## config.mk

```make
export PLATFORM = sky130hd
export DESIGN_NAME = i2c_bit_level_master_core_flat
export DESIGN_NICKNAME = d
export VERILOG_FILES = /design/src/rtl/i2cbm_pkg.sv /design/src/rtl/i2cbm_if.sv /design/src/rtl/i2cbm_seq.sv /design/src/rtl/i2c_bit_level_master_core.sv /design/src/flat_wrapper.sv
export SDC_FILE = /design/constraint.sdc
export NUM_CORES = 1
export LEC_CHECK = 0
export BUFFER_PORTS_ARGS = -buffer_cell sky130_fd_sc_hd__buf_2
export CAP_MARGIN = 20
export CORE_MARGIN = 2
export CORE_UTILIZATION = 55
export CTS_BUF_LIST = sky130_fd_sc_hd__clkbuf_4 sky130_fd_sc_hd__clkbuf_8
export CTS_CLUSTER_SIZE = 16
export DETAILED_ROUTE_END_ITERATION = 12
export GPL_TIMING_DRIVEN = 0
export PLACE_DENSITY = 0.76
export RECOVER_POWER = 100
export SYNTH_ARGS = -nofsm -noshare
export SYNTH_HDL_FRONTEND = slang
export SYNTH_SLANG_ARGS = --single-unit
export TNS_END_PERCENT = 30
```

## constraint.sdc

```tcl
create_clock -name clk -period 9.45 [get_ports clk]
set_input_delay 1.89 -clock clk [delete_from_list [all_inputs] [get_ports clk]]
set_output_delay 1.89 -clock clk [all_outputs]
set_load 0.02 [all_outputs]
```

## src/rtl/i2cbm_pkg.sv

```systemverilog
// shared types and constants of the i2c bit-level master
`default_nettype none
package i2cbm_pkg;

    localparam int DATA_BITS   = 8;
    localparam int BIT_CNT_W   = $clog2(DATA_BITS + 1);
    localparam int CFG_INDEX_W = 8;
    localparam int CFG_DATA_W  = 8;

    typedef enum logic [2:0] {
        MODE_TICK  = 3'd0,
        MODE_START = 3'd1,
        MODE_STOP  = 3'd2,
        MODE_WRITE = 3'd3,
        MODE_READ  = 3'd4,
        MODE_WAIT  = 3'd5,
        MODE_ACK   = 3'd6,
        MODE_NACK  = 3'd7
    } mode_t;

    localparam logic [CFG_INDEX_W-1:0] CFG_SETUP   = CFG_INDEX_W'(0);
    localparam logic [CFG_INDEX_W-1:0] CFG_HALF    = CFG_INDEX_W'(1);
    localparam logic [CFG_INDEX_W-1:0] CFG_SETTLE  = CFG_INDEX_W'(2);
    localparam logic [CFG_INDEX_W-1:0] CFG_TIMEOUT = CFG_INDEX_W'(3);

    localparam logic [7:0] SETUP_RESET   = 8'd4;
    localparam logic [7:0] HALF_RESET    = 8'd2;
    localparam logic [7:0] SETTLE_RESET  = 8'd1;
    localparam logic [7:0] TIMEOUT_RESET = 8'd250;

    typedef enum logic [17:0] {
        PH_IDLE    = 18'd1 << 0,
        PH_ST_A    = 18'd1 << 1,
        PH_ST_B    = 18'd1 << 2,
        PH_SP_A    = 18'd1 << 3,
        PH_WA_A    = 18'd1 << 4,
        PH_WA_B    = 18'd1 << 5,
        PH_WA_POLL = 18'd1 << 6,
        PH_WA_END  = 18'd1 << 7,
        PH_AK_A    = 18'd1 << 8,
        PH_AK_B    = 18'd1 << 9,
        PH_AK_C    = 18'd1 << 10,
        PH_NK_A    = 18'd1 << 11,
        PH_NK_B    = 18'd1 << 12,
        PH_WR_LOW  = 18'd1 << 13,
        PH_WR_HIGH = 18'd1 << 14,
        PH_WR_GAP  = 18'd1 << 15,
        PH_RD_LOW  = 18'd1 << 16,
        PH_RD_HIGH = 18'd1 << 17
    } phase_t;

    typedef struct packed {
        logic [7:0] setup_ticks;
        logic [7:0] half_bit_ticks;
        logic [7:0] ack_settle_ticks;
        logic [7:0] ack_timeout;
    } cfg_t;

    typedef struct packed {
        logic       scl_out;
        logic       sda_out;
        logic       busy_res;
        logic       done_res;
        logic [7:0] read_data;
        logic       ack_error;
    } result_t;

    // a hold of zero ticks counts as one
    function automatic logic [7:0] hold_len(input logic [7:0] ticks);
        hold_len = (ticks == 8'd0) ? 8'd1 : ticks;
    endfunction

endpackage
`default_nettype wire

```

## src/rtl/i2cbm_if.sv

```systemverilog
// channel interfaces: item input, result output, configuration write
`default_nettype none
interface i2cbm_item_if;
    logic       valid;
    logic       ready;
    logic [2:0] mode;
    logic [7:0] write_data;
    logic       sda_in;

    modport source (output valid, output mode, output write_data, output sda_in,
                    input ready);
    modport sink (input valid, input mode, input write_data, input sda_in,
                  output ready);
endinterface

interface i2cbm_result_if;
    logic       valid;
    logic       ready;
    logic       scl_out;
    logic       sda_out;
    logic       busy_res;
    logic       done_res;
    logic [7:0] read_data;
    logic       ack_error;

    modport source (output valid, output scl_out, output sda_out, output busy_res,
                    output done_res, output read_data, output ack_error, input ready);
    modport sink (input valid, input scl_out, input sda_out, input busy_res,
                  input done_res, input read_data, input ack_error, output ready);
endinterface

interface i2cbm_cfg_if;
    logic       valid;
    logic       ready;
    logic [7:0] index;
    logic [7:0] data;

    modport source (output valid, output index, output data, input ready);
    modport sink (input valid, input index, input data, output ready);
endinterface
`default_nettype wire

```

## src/rtl/i2cbm_seq.sv

```systemverilog
// bus sequencer state and per-item next-state logic
`default_nettype none
module i2cbm_seq
    import i2cbm_pkg::*;
(
    input  wire logic       clk,
    input  wire logic       rst_n,
    input  wire logic       take,
    input  wire logic [2:0] mode,
    input  wire logic [7:0] write_data,
    input  wire logic       sda_in,
    input  wire cfg_t       cfg,
    output result_t         result
);

    phase_t                 phase_reg, phase_next;
    logic [7:0]             hold_count_reg, hold_count_next;
    logic [BIT_CNT_W-1:0]   bit_count_reg, bit_count_next;
    logic [DATA_BITS-1:0]   shift_reg, shift_next;
    logic [7:0]             poll_count_reg, poll_count_next;
    logic                   scl_level_reg, scl_level_next;
    logic                   sda_level_reg, sda_level_next;
    logic                   error_flag_reg, error_flag_next;
    logic [7:0]             read_word_reg, read_word_next;
    logic                   done;

    always_comb
    begin
        logic [7:0]           hc;
        logic [DATA_BITS-1:0] shifted;
        phase_next      = phase_reg;
        hold_count_next = hold_count_reg;
        bit_count_next  = bit_count_reg;
        shift_next      = shift_reg;
        poll_count_next = poll_count_reg;
        scl_level_next  = scl_level_reg;
        sda_level_next  = sda_level_reg;
        error_flag_next = error_flag_reg;
        read_word_next  = read_word_reg;
        done            = 1'b0;
        hc              = hold_count_reg;
        shifted         = '0;

        if (mode_t'(mode) != MODE_TICK) begin
            if (phase_reg == PH_IDLE) begin
                bit_count_next = '0;
                case (mode_t'(mode))
                    MODE_START:
                    begin
                        sda_level_next  = 1'b1;
                        scl_level_next  = 1'b1;
                        hold_count_next = hold_len(cfg.setup_ticks);
                        phase_next      = PH_ST_A;
                    end
                    MODE_STOP:
                    begin
                        sda_level_next  = 1'b0;
                        scl_level_next  = 1'b1;
                        hold_count_next = hold_len(cfg.setup_ticks);
                        phase_next      = PH_SP_A;
                    end
                    MODE_WRITE:
                    begin
                        shift_next      = DATA_BITS'(write_data);
                        scl_level_next  = 1'b0;
                        sda_level_next  = shift_next[DATA_BITS-1];
                        hold_count_next = hold_len(cfg.half_bit_ticks);
                        phase_next      = PH_WR_LOW;
                    end
                    MODE_READ:
                    begin
                        shift_next      = '0;
                        scl_level_next  = 1'b0;
                        hold_count_next = hold_len(cfg.half_bit_ticks);
                        phase_next      = PH_RD_LOW;
                    end
                    MODE_WAIT:
                    begin
                        error_flag_next = 1'b0;
                        sda_level_next  = 1'b1;
                        hold_count_next = hold_len(cfg.ack_settle_ticks);
                        phase_next      = PH_WA_A;
                    end
                    MODE_ACK:
                    begin
                        scl_level_next  = 1'b0;
                        sda_level_next  = 1'b0;
                        hold_count_next = hold_len(cfg.half_bit_ticks);
                        phase_next      = PH_AK_A;
                    end
                    default:
                    begin
                        scl_level_next  = 1'b0;
                        sda_level_next  = 1'b1;
                        hold_count_next = hold_len(cfg.half_bit_ticks);
                        phase_next      = PH_NK_A;
                    end
                endcase
            end
        end else if (phase_reg == PH_WA_POLL) begin
            if (!sda_in) begin
                scl_level_next  = 1'b0;
                hold_count_next = hold_len(cfg.ack_settle_ticks);
                phase_next      = PH_WA_END;
            end else if (poll_count_reg >= cfg.ack_timeout) begin
                // timeout: flag it and fall into the stop sequence
                error_flag_next = 1'b1;
                sda_level_next  = 1'b0;
                scl_level_next  = 1'b1;
                hold_count_next = hold_len(cfg.setup_ticks);
                phase_next      = PH_SP_A;
            end else begin
                poll_count_next = poll_count_reg + 8'd1;
            end
        end else if (phase_reg != PH_IDLE) begin
            if (hc != 8'd0) begin
                hc = hc - 8'd1;
            end
            hold_count_next = hc;
            if (hc == 8'd0) begin
                case (phase_reg)
                    PH_ST_A:
                    begin
                        sda_level_next  = 1'b0;
                        hold_count_next = hold_len(cfg.setup_ticks);
                        phase_next      = PH_ST_B;
                    end
                    PH_ST_B:
                    begin
                        scl_level_next = 1'b0;
                        done           = 1'b1;
                    end
                    PH_SP_A:
                    begin
                        sda_level_next = 1'b1;
                        done           = 1'b1;
                    end
                    PH_WA_A:
                    begin
                        scl_level_next  = 1'b1;
                        hold_count_next = hold_len(cfg.ack_settle_ticks);
                        phase_next      = PH_WA_B;
                    end
                    PH_WA_B:
                    begin
                        phase_next      = PH_WA_POLL;
                        poll_count_next = 8'd0;
                    end
                    PH_AK_A, PH_NK_A:
                    begin
                        scl_level_next  = 1'b1;
                        hold_count_next = hold_len(cfg.half_bit_ticks);
                        phase_next      = (phase_reg == PH_AK_A) ? PH_AK_B : PH_NK_B;
                    end
                    PH_AK_B:
                    begin
                        scl_level_next  = 1'b0;
                        hold_count_next = hold_len(cfg.half_bit_ticks);
                        phase_next      = PH_AK_C;
                    end
                    PH_AK_C:
                    begin
                        sda_level_next = 1'b1;
                        done           = 1'b1;
                    end
                    PH_NK_B:
                    begin
                        scl_level_next = 1'b0;
                        done           = 1'b1;
                    end
                    PH_WR_LOW:
                    begin
                        scl_level_next  = 1'b1;
                        hold_count_next = hold_len(cfg.half_bit_ticks);
                        phase_next      = PH_WR_HIGH;
                    end
                    PH_WR_HIGH:
                    begin
                        scl_level_next  = 1'b0;
                        shift_next      = {shift_reg[DATA_BITS-2:0], 1'b0};
                        bit_count_next  = bit_count_reg + BIT_CNT_W'(1);
                        hold_count_next = hold_len(cfg.half_bit_ticks);
                        phase_next      = PH_WR_GAP;
                    end
                    PH_WR_GAP:
                    begin
                        if (bit_count_reg >= BIT_CNT_W'(DATA_BITS)) begin
                            done = 1'b1;
                        end else begin
                            sda_level_next  = shift_reg[DATA_BITS-1];
                            hold_count_next = hold_len(cfg.half_bit_ticks);
                            phase_next      = PH_WR_LOW;
                        end
                    end
                    PH_RD_LOW:
                    begin
                        scl_level_next  = 1'b1;
                        hold_count_next = hold_len(cfg.ack_settle_ticks);
                        phase_next      = PH_RD_HIGH;
                    end
                    PH_RD_HIGH:
                    begin
                        shifted        = {shift_reg[DATA_BITS-2:0], sda_in};
                        shift_next     = shifted;
                        bit_count_next = bit_count_reg + BIT_CNT_W'(1);
                        if (bit_count_next >= BIT_CNT_W'(DATA_BITS)) begin
                            read_word_next = shifted[7:0];
                            done           = 1'b1;
                        end else begin
                            scl_level_next  = 1'b0;
                            hold_count_next = hold_len(cfg.half_bit_ticks);
                            phase_next      = PH_RD_LOW;
                        end
                    end
                    default:
                    begin
                        done = 1'b1;
                    end
                endcase
                if (done) begin
                    phase_next = PH_IDLE;
                end
            end
        end
    end

    always_ff @(posedge clk or negedge rst_n)
    begin
        if (!rst_n) begin
            phase_reg      <= PH_IDLE;
            hold_count_reg <= '0;
            bit_count_reg  <= '0;
            shift_reg      <= '0;
            poll_count_reg <= '0;
            scl_level_reg  <= 1'b1;
            sda_level_reg  <= 1'b1;
            error_flag_reg <= 1'b0;
            read_word_reg  <= '0;
        end else if (take) begin
            phase_reg      <= phase_next;
            hold_count_reg <= hold_count_next;
            bit_count_reg  <= bit_count_next;
            shift_reg      <= shift_next;
            poll_count_reg <= poll_count_next;
            scl_level_reg  <= scl_level_next;
            sda_level_reg  <= sda_level_next;
            error_flag_reg <= error_flag_next;
            read_word_reg  <= read_word_next;
        end
    end

    always_comb
    begin
        result.scl_out   = scl_level_next;
        result.sda_out   = sda_level_next;
        result.busy_res  = (phase_next != PH_IDLE);
        result.done_res  = done;
        result.read_data = read_word_next;
        result.ack_error = error_flag_next;
    end

endmodule
`default_nettype wire

```

## src/rtl/i2c_bit_level_master_core.sv

```systemverilog
// i2c bit-level master: top level with configuration registers and result register
//
// items carries one entry per microsecond tick or command: mode 0 is a tick with
// the sampled sda level in sda_in, modes 1..7 are start, stop, write byte, read
// byte, wait for ack, ack and nack. commands given while busy are ignored.
// every accepted item gives exactly one transfer on results with the pin levels
// (scl_out, sda_out), busy_res, a done_res pulse, read_data and ack_error.
// the result of an item is registered and sits in the result register on the
// cycle after its transfer. one item per cycle is taken while results drains;
// when the receiver stalls, the result register holds and items.ready drops
// until that result is taken, so nothing is lost or reordered.
// cfg writes registers 0 setup_ticks, 1 half_bit_ticks, 2 ack_settle_ticks and
// 3 ack_timeout; other indexes are dropped. cfg.ready is always high.
// reset puts the bus sequencer idle with scl and sda released, clears the error
// and read byte, and loads the register defaults 4, 2, 1 and 250.
`default_nettype none
module i2c_bit_level_master_core
    import i2cbm_pkg::*;
(
    input  wire logic      clk,
    input  wire logic      rst_n,
    i2cbm_item_if.sink     items,
    i2cbm_result_if.source results,
    i2cbm_cfg_if.sink      cfg
);

    cfg_t    cfg_reg;
    result_t seq_result;
    result_t res_reg;
    logic    res_valid_reg;
    logic    take;

    assign cfg.ready   = 1'b1;
    assign items.ready = !res_valid_reg || results.ready;
    assign take        = items.valid && items.ready;

    always_ff @(posedge clk or negedge rst_n)
    begin
        if (!rst_n) begin
            cfg_reg.setup_ticks      <= SETUP_RESET;
            cfg_reg.half_bit_ticks   <= HALF_RESET;
            cfg_reg.ack_settle_ticks <= SETTLE_RESET;
            cfg_reg.ack_timeout      <= TIMEOUT_RESET;
        end else if (cfg.valid) begin
            case (cfg.index)
                CFG_SETUP:   cfg_reg.setup_ticks      <= cfg.data;
                CFG_HALF:    cfg_reg.half_bit_ticks   <= cfg.data;
                CFG_SETTLE:  cfg_reg.ack_settle_ticks <= cfg.data;
                CFG_TIMEOUT: cfg_reg.ack_timeout      <= cfg.data;
                default:     ;
            endcase
        end
    end

    i2cbm_seq u_seq (
        .clk        (clk),
        .rst_n      (rst_n),
        .take       (take),
        .mode       (items.mode),
        .write_data (items.write_data),
        .sda_in     (items.sda_in),
        .cfg        (cfg_reg),
        .result     (seq_result)
    );

    always_ff @(posedge clk or negedge rst_n)
    begin
        if (!rst_n) begin
            res_valid_reg <= 1'b0;
        end else if (take) begin
            res_valid_reg <= 1'b1;
        end else if (results.ready) begin
            res_valid_reg <= 1'b0;
        end
    end

    always_ff @(posedge clk)
    begin
        if (take) begin
            res_reg <= seq_result;
        end
    end

    assign results.valid     = res_valid_reg;
    assign results.scl_out   = res_reg.scl_out;
    assign results.sda_out   = res_reg.sda_out;
    assign results.busy_res  = res_reg.busy_res;
    assign results.done_res  = res_reg.done_res;
    assign results.read_data = res_reg.read_data;
    assign results.ack_error = res_reg.ack_error;

endmodule
`default_nettype wire

```

## src/flat_wrapper.sv

```systemverilog
// flat-port wrapper written by rule: the top's interface ports become plain ports
module i2c_bit_level_master_core_flat import i2cbm_pkg::*;
  (clk, rst_n, items_valid, items_mode, items_write_data, items_sda_in, items_ready, results_valid, results_scl_out, results_sda_out, results_busy_res, results_done_res, results_read_data, results_ack_error, results_ready, cfg_valid, cfg_index, cfg_data, cfg_ready);
  i2cbm_item_if items_i ();
  i2cbm_result_if results_i ();
  i2cbm_cfg_if cfg_i ();
  input  wire logic clk;
  input  wire logic rst_n;
  input wire logic [$bits(items_i.valid)-1:0] items_valid;
  input wire logic [$bits(items_i.mode)-1:0] items_mode;
  input wire logic [$bits(items_i.write_data)-1:0] items_write_data;
  input wire logic [$bits(items_i.sda_in)-1:0] items_sda_in;
  output wire logic [$bits(items_i.ready)-1:0] items_ready;
  output wire logic [$bits(results_i.valid)-1:0] results_valid;
  output wire logic [$bits(results_i.scl_out)-1:0] results_scl_out;
  output wire logic [$bits(results_i.sda_out)-1:0] results_sda_out;
  output wire logic [$bits(results_i.busy_res)-1:0] results_busy_res;
  output wire logic [$bits(results_i.done_res)-1:0] results_done_res;
  output wire logic [$bits(results_i.read_data)-1:0] results_read_data;
  output wire logic [$bits(results_i.ack_error)-1:0] results_ack_error;
  input wire logic [$bits(results_i.ready)-1:0] results_ready;
  input wire logic [$bits(cfg_i.valid)-1:0] cfg_valid;
  input wire logic [$bits(cfg_i.index)-1:0] cfg_index;
  input wire logic [$bits(cfg_i.data)-1:0] cfg_data;
  output wire logic [$bits(cfg_i.ready)-1:0] cfg_ready;
  assign items_i.valid = items_valid;
  assign items_i.mode = items_mode;
  assign items_i.write_data = items_write_data;
  assign items_i.sda_in = items_sda_in;
  assign items_ready = items_i.ready;
  assign results_valid = results_i.valid;
  assign results_scl_out = results_i.scl_out;
  assign results_sda_out = results_i.sda_out;
  assign results_busy_res = results_i.busy_res;
  assign results_done_res = results_i.done_res;
  assign results_read_data = results_i.read_data;
  assign results_ack_error = results_i.ack_error;
  assign results_i.ready = results_ready;
  assign cfg_i.valid = cfg_valid;
  assign cfg_i.index = cfg_index;
  assign cfg_i.data = cfg_data;
  assign cfg_ready = cfg_i.ready;
  i2c_bit_level_master_core u_core (.clk(clk), .rst_n(rst_n), .items(items_i), .results(results_i), .cfg(cfg_i));
endmodule
```

* Word level (Yosys, flattened, before mapping)
Index checks and enable logic that the tools add are counted.
Widths: inputs -> output; s select.
** Storage, ports and cells
- Output and inout bits :: 16
- Logic and storage cells :: 192
- Register bits :: 103
- Input bits :: 33
** Cells by class
- Order comparisons :: 3
- Bitwise operators :: 3
- $add $sub $neg :: 3
- Eq/ne operators :: 34
- Reductions and logical operators :: 38
- Muxes and demuxes :: 91
** Operator list (number)
- $mux 8 :: 33
- $mux 18 :: 10
- $pmux 18 s10 :: 1
- $pmux 17 s6 :: 1
- $pmux 8 s2 :: 3
- $logic_not 8->1 :: 5
- $pmux 8 s5 :: 1
- $ne 18x1->1 const B :: 2
- $mux 1 :: 30
- $mux 4 :: 6
- $eq 18x1->1 const B :: 1
- $eq 18x10->1 const B :: 1
- $eq 18x11->1 const B :: 1
- $eq 18x12->1 const B :: 1
- $eq 18x13->1 const B :: 1
- $eq 18x14->1 const B :: 1
- $eq 18x15->1 const B :: 1
- $eq 18x16->1 const B :: 1
- $eq 18x17->1 const B :: 1
- $eq 18x18->1 const B :: 1
- $eq 18x2->1 const B :: 1
- $eq 18x3->1 const B :: 1
- $eq 18x4->1 const B :: 1
- $eq 18x5->1 const B :: 1
- 35 further kinds :: 66

* Logic depth before layout (Yosys ltp)
Gate-level depths: netlist of the first run.
- Depth in word-level cells :: 16
- Mapped depth :: 12
- Gate-level depth less buffers :: 10

* Modules after synthesis
A second synthesis of the first run with hierarchy kept.
** Unflattened totals
- Cell total of the unflattened synthesis :: 650
- Area total of the unflattened synthesis :: 6480.0 µm²
** By module, submodules not included
- i2cbm_seq :: sequential area each 1430.1 µm², times used 1, area an instance 4762.1 µm², cells an instance 560
- i2c_bit_level_master_core :: sequential area each 1227.4 µm², times used 1, area an instance 1717.9 µm², cells an instance 90

* Worst setup path after synthesis of the first run
OpenSTA, ideal clock, no wires.
- Kind :: in2out
- Start point :: in results_ready
- End point :: out items_ready
- Path slack :: 5.434 ns
- Arrival time :: 2.126 ns
- Stages on the path :: 1
- Data required time :: 7.560 ns
- Path buffers :: 0
- Path through :: nand2b_1
** Between the ends
- Word-level cells in the longest chain between the ends :: 1
** Ends and longest elaborated chain
- start, declared :: line flat_wrapper.sv:21 : input wire logic [$bits(results_i.ready)-1:0] results_ready;
- $logic_or 1x1->1 :: line i2c_bit_level_master_core.sv:34 : assign items.ready = !res_valid_reg || results.ready;
- end, declared :: line flat_wrapper.sv:13 : output wire logic [$bits(items_i.ready)-1:0] items_ready;
Every way passes these cells.

==> results.md, run 1 <==
- Simple-gate share of the synthesized area: approximately a fifth
- Most Frequent Cell on Critical Path: clkbuf_1
- # nets final: 751
- Sequential cell area fraction in the yosys report: 42.8%
- Worst-path clk slew: 110 ps
- Final hold slack: 517 ps
- Netlist cell types: 69
- Die W: 110 um
- CP Class: input pin to asynchronous set/reset pin
- Initial Utilization: 56.8%
- Vias in the first global route: 5280
- Largest family of logic cells by synthesized area: simple AND/OR/NAND/NOR gates
- Yosys top cell area share: 31.4%
- FFs w/ async S/R, synth: 87.4%
- Primary FF master, synth: dfrtp_1
- Total grt overflow: 0
- Routability Congestion: 0.974
- DR WL/cell: 19.9 um
- Drt pass-1 iters: 6
- Nature of the critical path endpoint: asynchronous set/reset pin
- Chip Height: 110 um
- Ant. Diodes: 0
- GRT Overall Usage: 29.6%
- Failing checks: max-capacitance violations, max-slew violations
- Number of flops mapped to enable cells by yosys: 13
- Worst min-delay path class: register to register
- Crit path largest cell delay: 1840 ps
- Worst path slowest cell: clkbuf_1
- Number of I/O port buffers: 46
- Residual DRC count: 0
- Clock Skew: roughly 17 ps
- Synth Area in Adders: 2.42%
- Startpoint Class: input pin
- Routed vias/inst: around 6.5
- Vias post-DR: 5500
- Post-Syn Nets: 690
- Area growth syn-to-layout: 9.44%
- Core Region: between 10000 and 15000 sq um
- DRT iter0 DRCs: around 600
- Unrepaired setup endpoints after global routing: no
- WP buf/inv: 2
- PD cells: 156 nW/um^2
- Maximum vdd drop: 0.121 mV
- First-pass GRT wire length: 27100 um
- CTS Buf Count: 9
- Seq cells post-synth: 103
- Routed Antenna Nets: 0
- Overall routed net length: 17000 um
- Post-cts sizing count: 0
- Top post-synthesis cells by area: dfrtp_1 (31%), mux2_2 (11%), edfxtp_1 (6.3%)
- Post-Synth XOR/XNOR Area: 1.97%
- Mapped cell area: 6210 sq um
- H-tree levels: 3
- CTS tree: yes
- Ratio of final minimum period to clock period: 57.7%
- Mapped Avg Cell Area: 9.63 sq um
- Relative slew slack: -63.8%
- Maximum fanout along the worst path: 47
- Initial antenna violation count: 0
- Fraction of layout cells with a size suffix above 1: 18.7%
- # clock sinks: 103
- Die area: 12200 sq um
- Number of setup violations in the final report: 0
- Setup TNS: 0 ps
- Synth area leader: dfrtp_1
- Min cycle time layout: 5460 ps
- Cts hold-fix bufs: 0
- Placed wire-length estimate: about 13000 um
- Ports: 49
- Compound-Gate Fraction of Synth Area: 16.8%
- Leak: 2.84 nW
- Clk_lat worst skew: 400 ps
- Fill count: 970
- Slew @ Worst Pin: between 2000 and 2500 ps
- Largest net degree at the start of global routing: between 40 and 50
- Setup Fix Bufs, Post-CTS: 0
- Max reg flops: 32
- CTS Buffer Depth: 2
- Max cap viols: 2
- Post-synthesis mux area share: 11.3%
- CP cell instances: clkbuf_1, clkbuf_1
- WP data required: 9460 ps
- Final hold vios: 0
- Post-Syn Instances: between 600 and 700
- CTS root buf: clkbuf_8
- Max Fclk: between 150 and 200 MHz
- Fin. max-slew vios: 93
- Worst EP arrival: 5460 ps
- Family with the most delay on the worst path: buffers and inverters
- Status: complete, but fails checks
- Row count: 38
- Yosys Warn Count: 0
[worst paths after layout]
path	start	to	slack, ps	cells after the start
setup / recovery	rst_n	u_core.cfg_reg[12]$_DFFE_PN0P_	3990	2
hold / removal	u_core.u_seq.read_word_reg[6]$_DFFE_PN0P_	u_core.u_seq.read_word_reg[6]$_DFFE_PN0P_	520	1
setup reg to reg	u_core.u_seq.phase_reg[3]$_DFFE_PN0P_	u_core.u_seq.hold_count_reg[6]$_DFFE_PN0P_	5250	10
hold reg to reg	u_core.u_seq.read_word_reg[6]$_DFFE_PN0P_	u_core.u_seq.read_word_reg[6]$_DFFE_PN0P_	520	1
max in group clk	items_mode[0]	u_core.results.busy_res$_DFFE_PP_	4890	8
min in group asynchronous	rst_n	u_core.u_seq.phase_reg[5]$_DFFE_PN0P_	2220	1
[final cells by class]
type                       instances  area, sq um  share of cell area (%)
clock inverter                     7         67.6                   0.994
timing repair buffer              50          228                    3.35
sequential                       103         2660                    39.1
multi-input combinational        483         3300                    48.6
tap                              140          175                    2.58
clock buffer                       9          124                    1.82
inverter                          22         82.6                    1.21
buffer                            37          163                    2.39
[layer usage]
metal | track usage, % | share of wire (%) | wire, um
met5 | 0 | 0 | 0
met4 | 12.5 | 2.5 | 426
met3 | 5.94 | 8.0 | 1370
met2 | 46.5 | 47 | 7950
met1 | 39.9 | 43 | 7230
[worst register-to-register path, stage by stage (launching register included)]
cell      delay [ps]
dfrtp_1          380
clkbuf_1         220
or4_4            640
nor4_4           460
nand3_1          310
o21ai_0          560
nor2_1            80
o21ai_0          660
clkbuf_1         410
nor2_1           110
a221o_1          280
[Yosys cell counts, types with 7 or more instances]
library cell	instances
nand4_1	13
clkbuf_1	27
nand3b_1	7
dfstp_2	12
inv_1	21
xnor2_1	9
nand2_1	54
a31oi_1	9
a221o_1	8
a21oi_1	17
ha_1	12
nor2_1	65
nand3_1	19
mux2_2	59
o21ai_0	27
a22o_1	11
nor4_1	15
a222oi_1	12
edfxtp_1	13
nand2b_1	11
nor3_1	23
dfrtp_1	78
[where the power goes]
part	internal [mW]	switching (mW)
combinational	0.103	0.169
sequential	0.483	0.0287
clock	0.102	0.173
total	0.688	0.371
[cell usage in the layout (no fill, tap or decap), types with 11 or more instances in the layout]
cell / n
nor2_1: 65
dfstp_2: 12
a21oi_1: 17
buf_2: 30
edfxtp_1: 13
dfrtp_1: 78
a222oi_1: 12
o21ai_0: 31
nand3_1: 19
nand2b_1: 11
mux2_2: 57
a22o_1: 11
nor4_1: 15
ha_1: 12
nor3_1: 23
nand2_1: 54
clkbuf_1: 51
inv_1: 22
nand4_1: 13
[cells by family after synthesis]
kind of cell | Yosys count
flip-flops | 103
XOR/XNOR | 14
buffers and inverters | 59
other | 1
AND/OR/NAND/NOR | 249
AO/OA/AOI/OAI | 144
multiplexers | 63
adder cells (fa/ha/maj) | 12
[through the flow]
stage	cell area, sq um	std cells	util [%]	power [mW]	worst slack (ps)
finish	6800	851	62.2	1.06	3990
global route	6800	851	62.2	1.11	3110
CTS	6860	849	62.7	1.06	5120
detailed placement	6660	833	60.9	0.789	4690
global placement	6620	831	60.5	0.774	4690
floorplan	6210	645	-	0.705	5430
Power figures use the tool's default switching activity.
==> run 2, diff against run 1 <==
Settings changed: PLACE_DENSITY 0.76 to 0.79.
Clock period 9.45 ns to 4.7 ns, I/O delays scaled along.
==> run 2 against run 1 <==
Effect of this change:
- the flow still finishes with violations (max-capacitance violations, max-slew violations)
- critical endpoint is now u_core.u_seq.phase_reg[14]$_DFFE_PN0P_
- largest power group unchanged
- routed wire length decreased by 2.0%
- setup slack got worse by 3500 ps
- clock-buffer cell count increased by 2
- largest cell class unchanged
- final cell count decreased by 0.12%
==> results.md, run 2 (synthesis results as in run 1) <==
- Post-Place Setup Slack: 898 ps
- Final hold vios: 0
- Worst EP arrival: 4500 ps
- Most common cell after layout, fill and taps aside: dfrtp_1
- GRT Overall Usage: 28.8%
- Setup Fix Bufs, Post-CTS: 0
- Dpl cells: 832
- H-tree levels: 3
- CTS tree: yes
- Failing checks: max-capacitance violations, max-slew violations
- Ant. Diodes: 0
- Number of setup violations in the final report: 0
- Overall routed net length: 16600 um
- Relative slew slack: -41.5%
- Ports: approximately 50
- Maximum fanout along the worst path: 8
- Die area: 12200 sq um
- Min cycle time layout: 4160 ps
- Core Region: 10900 sq um
- Routability Congestion: 1.01
- Worst min-delay path class: register to register
- Residual DRC count: 0
- Setup TNS: 0 ps
- DRT iter0 DRCs: 542
- CTS root buf: clkbuf_8
- Drt pass-1 iters: 6
- Maximum vdd drop: 0.277 mV
- WP data required: between 5000 and 6000 ps
- Startpoint Class: register
- Number of I/O port buffers: between 40 and 50
- Commonest cells after routing, fill and taps aside: dfrtp_1 (78), nor2_1 (65), mux2_2 (57)
- Leak: 2.84 nW
- Total grt overflow: 0
- Chip Height: 110 um
- Area growth syn-to-layout: 9.22%
- Die W: ~110 um
- Unrepaired setup endpoints after global routing: no
- Slew @ Worst Pin: between 2000 and 2500 ps
- Vias in the first global route: 5120
- Initial antenna violation count: 0
- Fraction of layout cells with a size suffix above 1: 19.2%
- Layout Cells excl Fill: 850
- CTS Buf Count: 9
- Status: complete, but fails checks
- Row count: 38
- PD cells: 311 nW/um^2
- # clock sinks: 103
- Ratio of final minimum period to clock period: 88.6%
- Max cap viols: 2
- CP Class: register to register
- Placed wire-length estimate: 12500 um
- Largest net degree at the start of global routing: 52
- DR WL/cell: 19.6 um
- Post-cts sizing count: 0
- Clock Skew: 12.9 ps
- Vias post-DR: 5500
- First-pass GRT wire length: 26500 um
- Clk_lat worst skew: 390 ps
- Final hold slack: 514 ps
- # nets final: 750
- Max reg flops: 32
- Worst-path clk slew: 100 ps
- Max Fclk: 240 MHz
- Cts hold-fix bufs: 0
- CTS Buffer Depth: 2
- Nature of the critical path endpoint: register
- Routed Antenna Nets: 0
- Initial Utilization: 56.8%
- Setup ws final: 538 ps
- Fin. max-slew vios: 52
- Routed vias/inst: 6.47
## run 2: changes by cell type in the layout (fill, tap and decap cells not counted), sizes merged
cell      before  now
buf           36   38
clkinvlp       0    2
clkbuf        60   59
clkinv         5    1
## run 2: final cells by class
| type | instances | area (sq um) |
|---|---|---|
| buffer | 37 | 165 |
| clock buffer | 11 | 145 |
| clock inverter | 5 | 41.3 |
| fill | 977 | 4150 |
| inverter | 22 | 82.6 |
| multi-input combinational | 483 | 3300 |
| sequential | 103 | 2660 |
| tap | 140 | 175 |
| timing repair buffer | 49 | 223 |
## run 2: final timing paths
| path | start | to | slack [ps] | cells past startpoint |
|---|---|---|---|---|
| max | u_core.u_seq.phase_reg[3]$_DFFE_PN0P_ | u_core.u_seq.phase_reg[14]$_DFFE_PN0P_ | 540 | 8 |
| min | u_core.cfg_reg[2]$_DFFE_PN0P_ | u_core.cfg_reg[2]$_DFFE_PN0P_ | 510 | 1 |
| max reg2reg | u_core.u_seq.phase_reg[3]$_DFFE_PN0P_ | u_core.u_seq.phase_reg[14]$_DFFE_PN0P_ | 540 | 8 |
| min reg2reg | u_core.cfg_reg[2]$_DFFE_PN0P_ | u_core.cfg_reg[2]$_DFFE_PN0P_ | 510 | 1 |
| max in group asynchronous | rst_n | u_core.cfg_reg[23]$_DFFE_PN0P_ | 1390 | 2 |
| min in group asynchronous | rst_n | u_core.u_seq.phase_reg[8]$_DFFE_PN0P_ | 1140 | 1 |
## run 2: critical path, cell delays in order (launching register included)
cell and delay (ps):
dfrtp_1 370, clkbuf_1 210, or4_1 700, nor4_4 480, nand3_1 310, o21ai_0 590
a21oi_1 190, o21ai_0 970, a22o_1 280
## run 2: metal layers
layer,routed length (um),global-route usage [%]
met2,8080,47.5
met4,357,9.20
met5,0,0
met1,6980,38.2
met3,1230,5.94
## run 2: stage by stage
step | power (mW) | instance area [sq um] | utilization [%]
4_1_cts | 2.12 | 6840 | 62.5
3_5_place_dp | 1.58 | 6650 | 60.8
6_report | 2.11 | 6790 | 62.1
2_1_floorplan | 1.42 | 6210 | -
3_3_place_gp | 1.56 | 6620 | 60.5
5_1_grt | 2.22 | 6790 | 62.1
## run 2: report_power, final
part / leakage (nW) / switching, mW / total [mW] / internal (mW)
clock network: 0.0914 / 0.326 / 0.544 / 0.218
registers: 1.30 / 0.0577 / 1.03 / 0.972
logic: 1.45 / 0.334 / 0.536 / 0.202
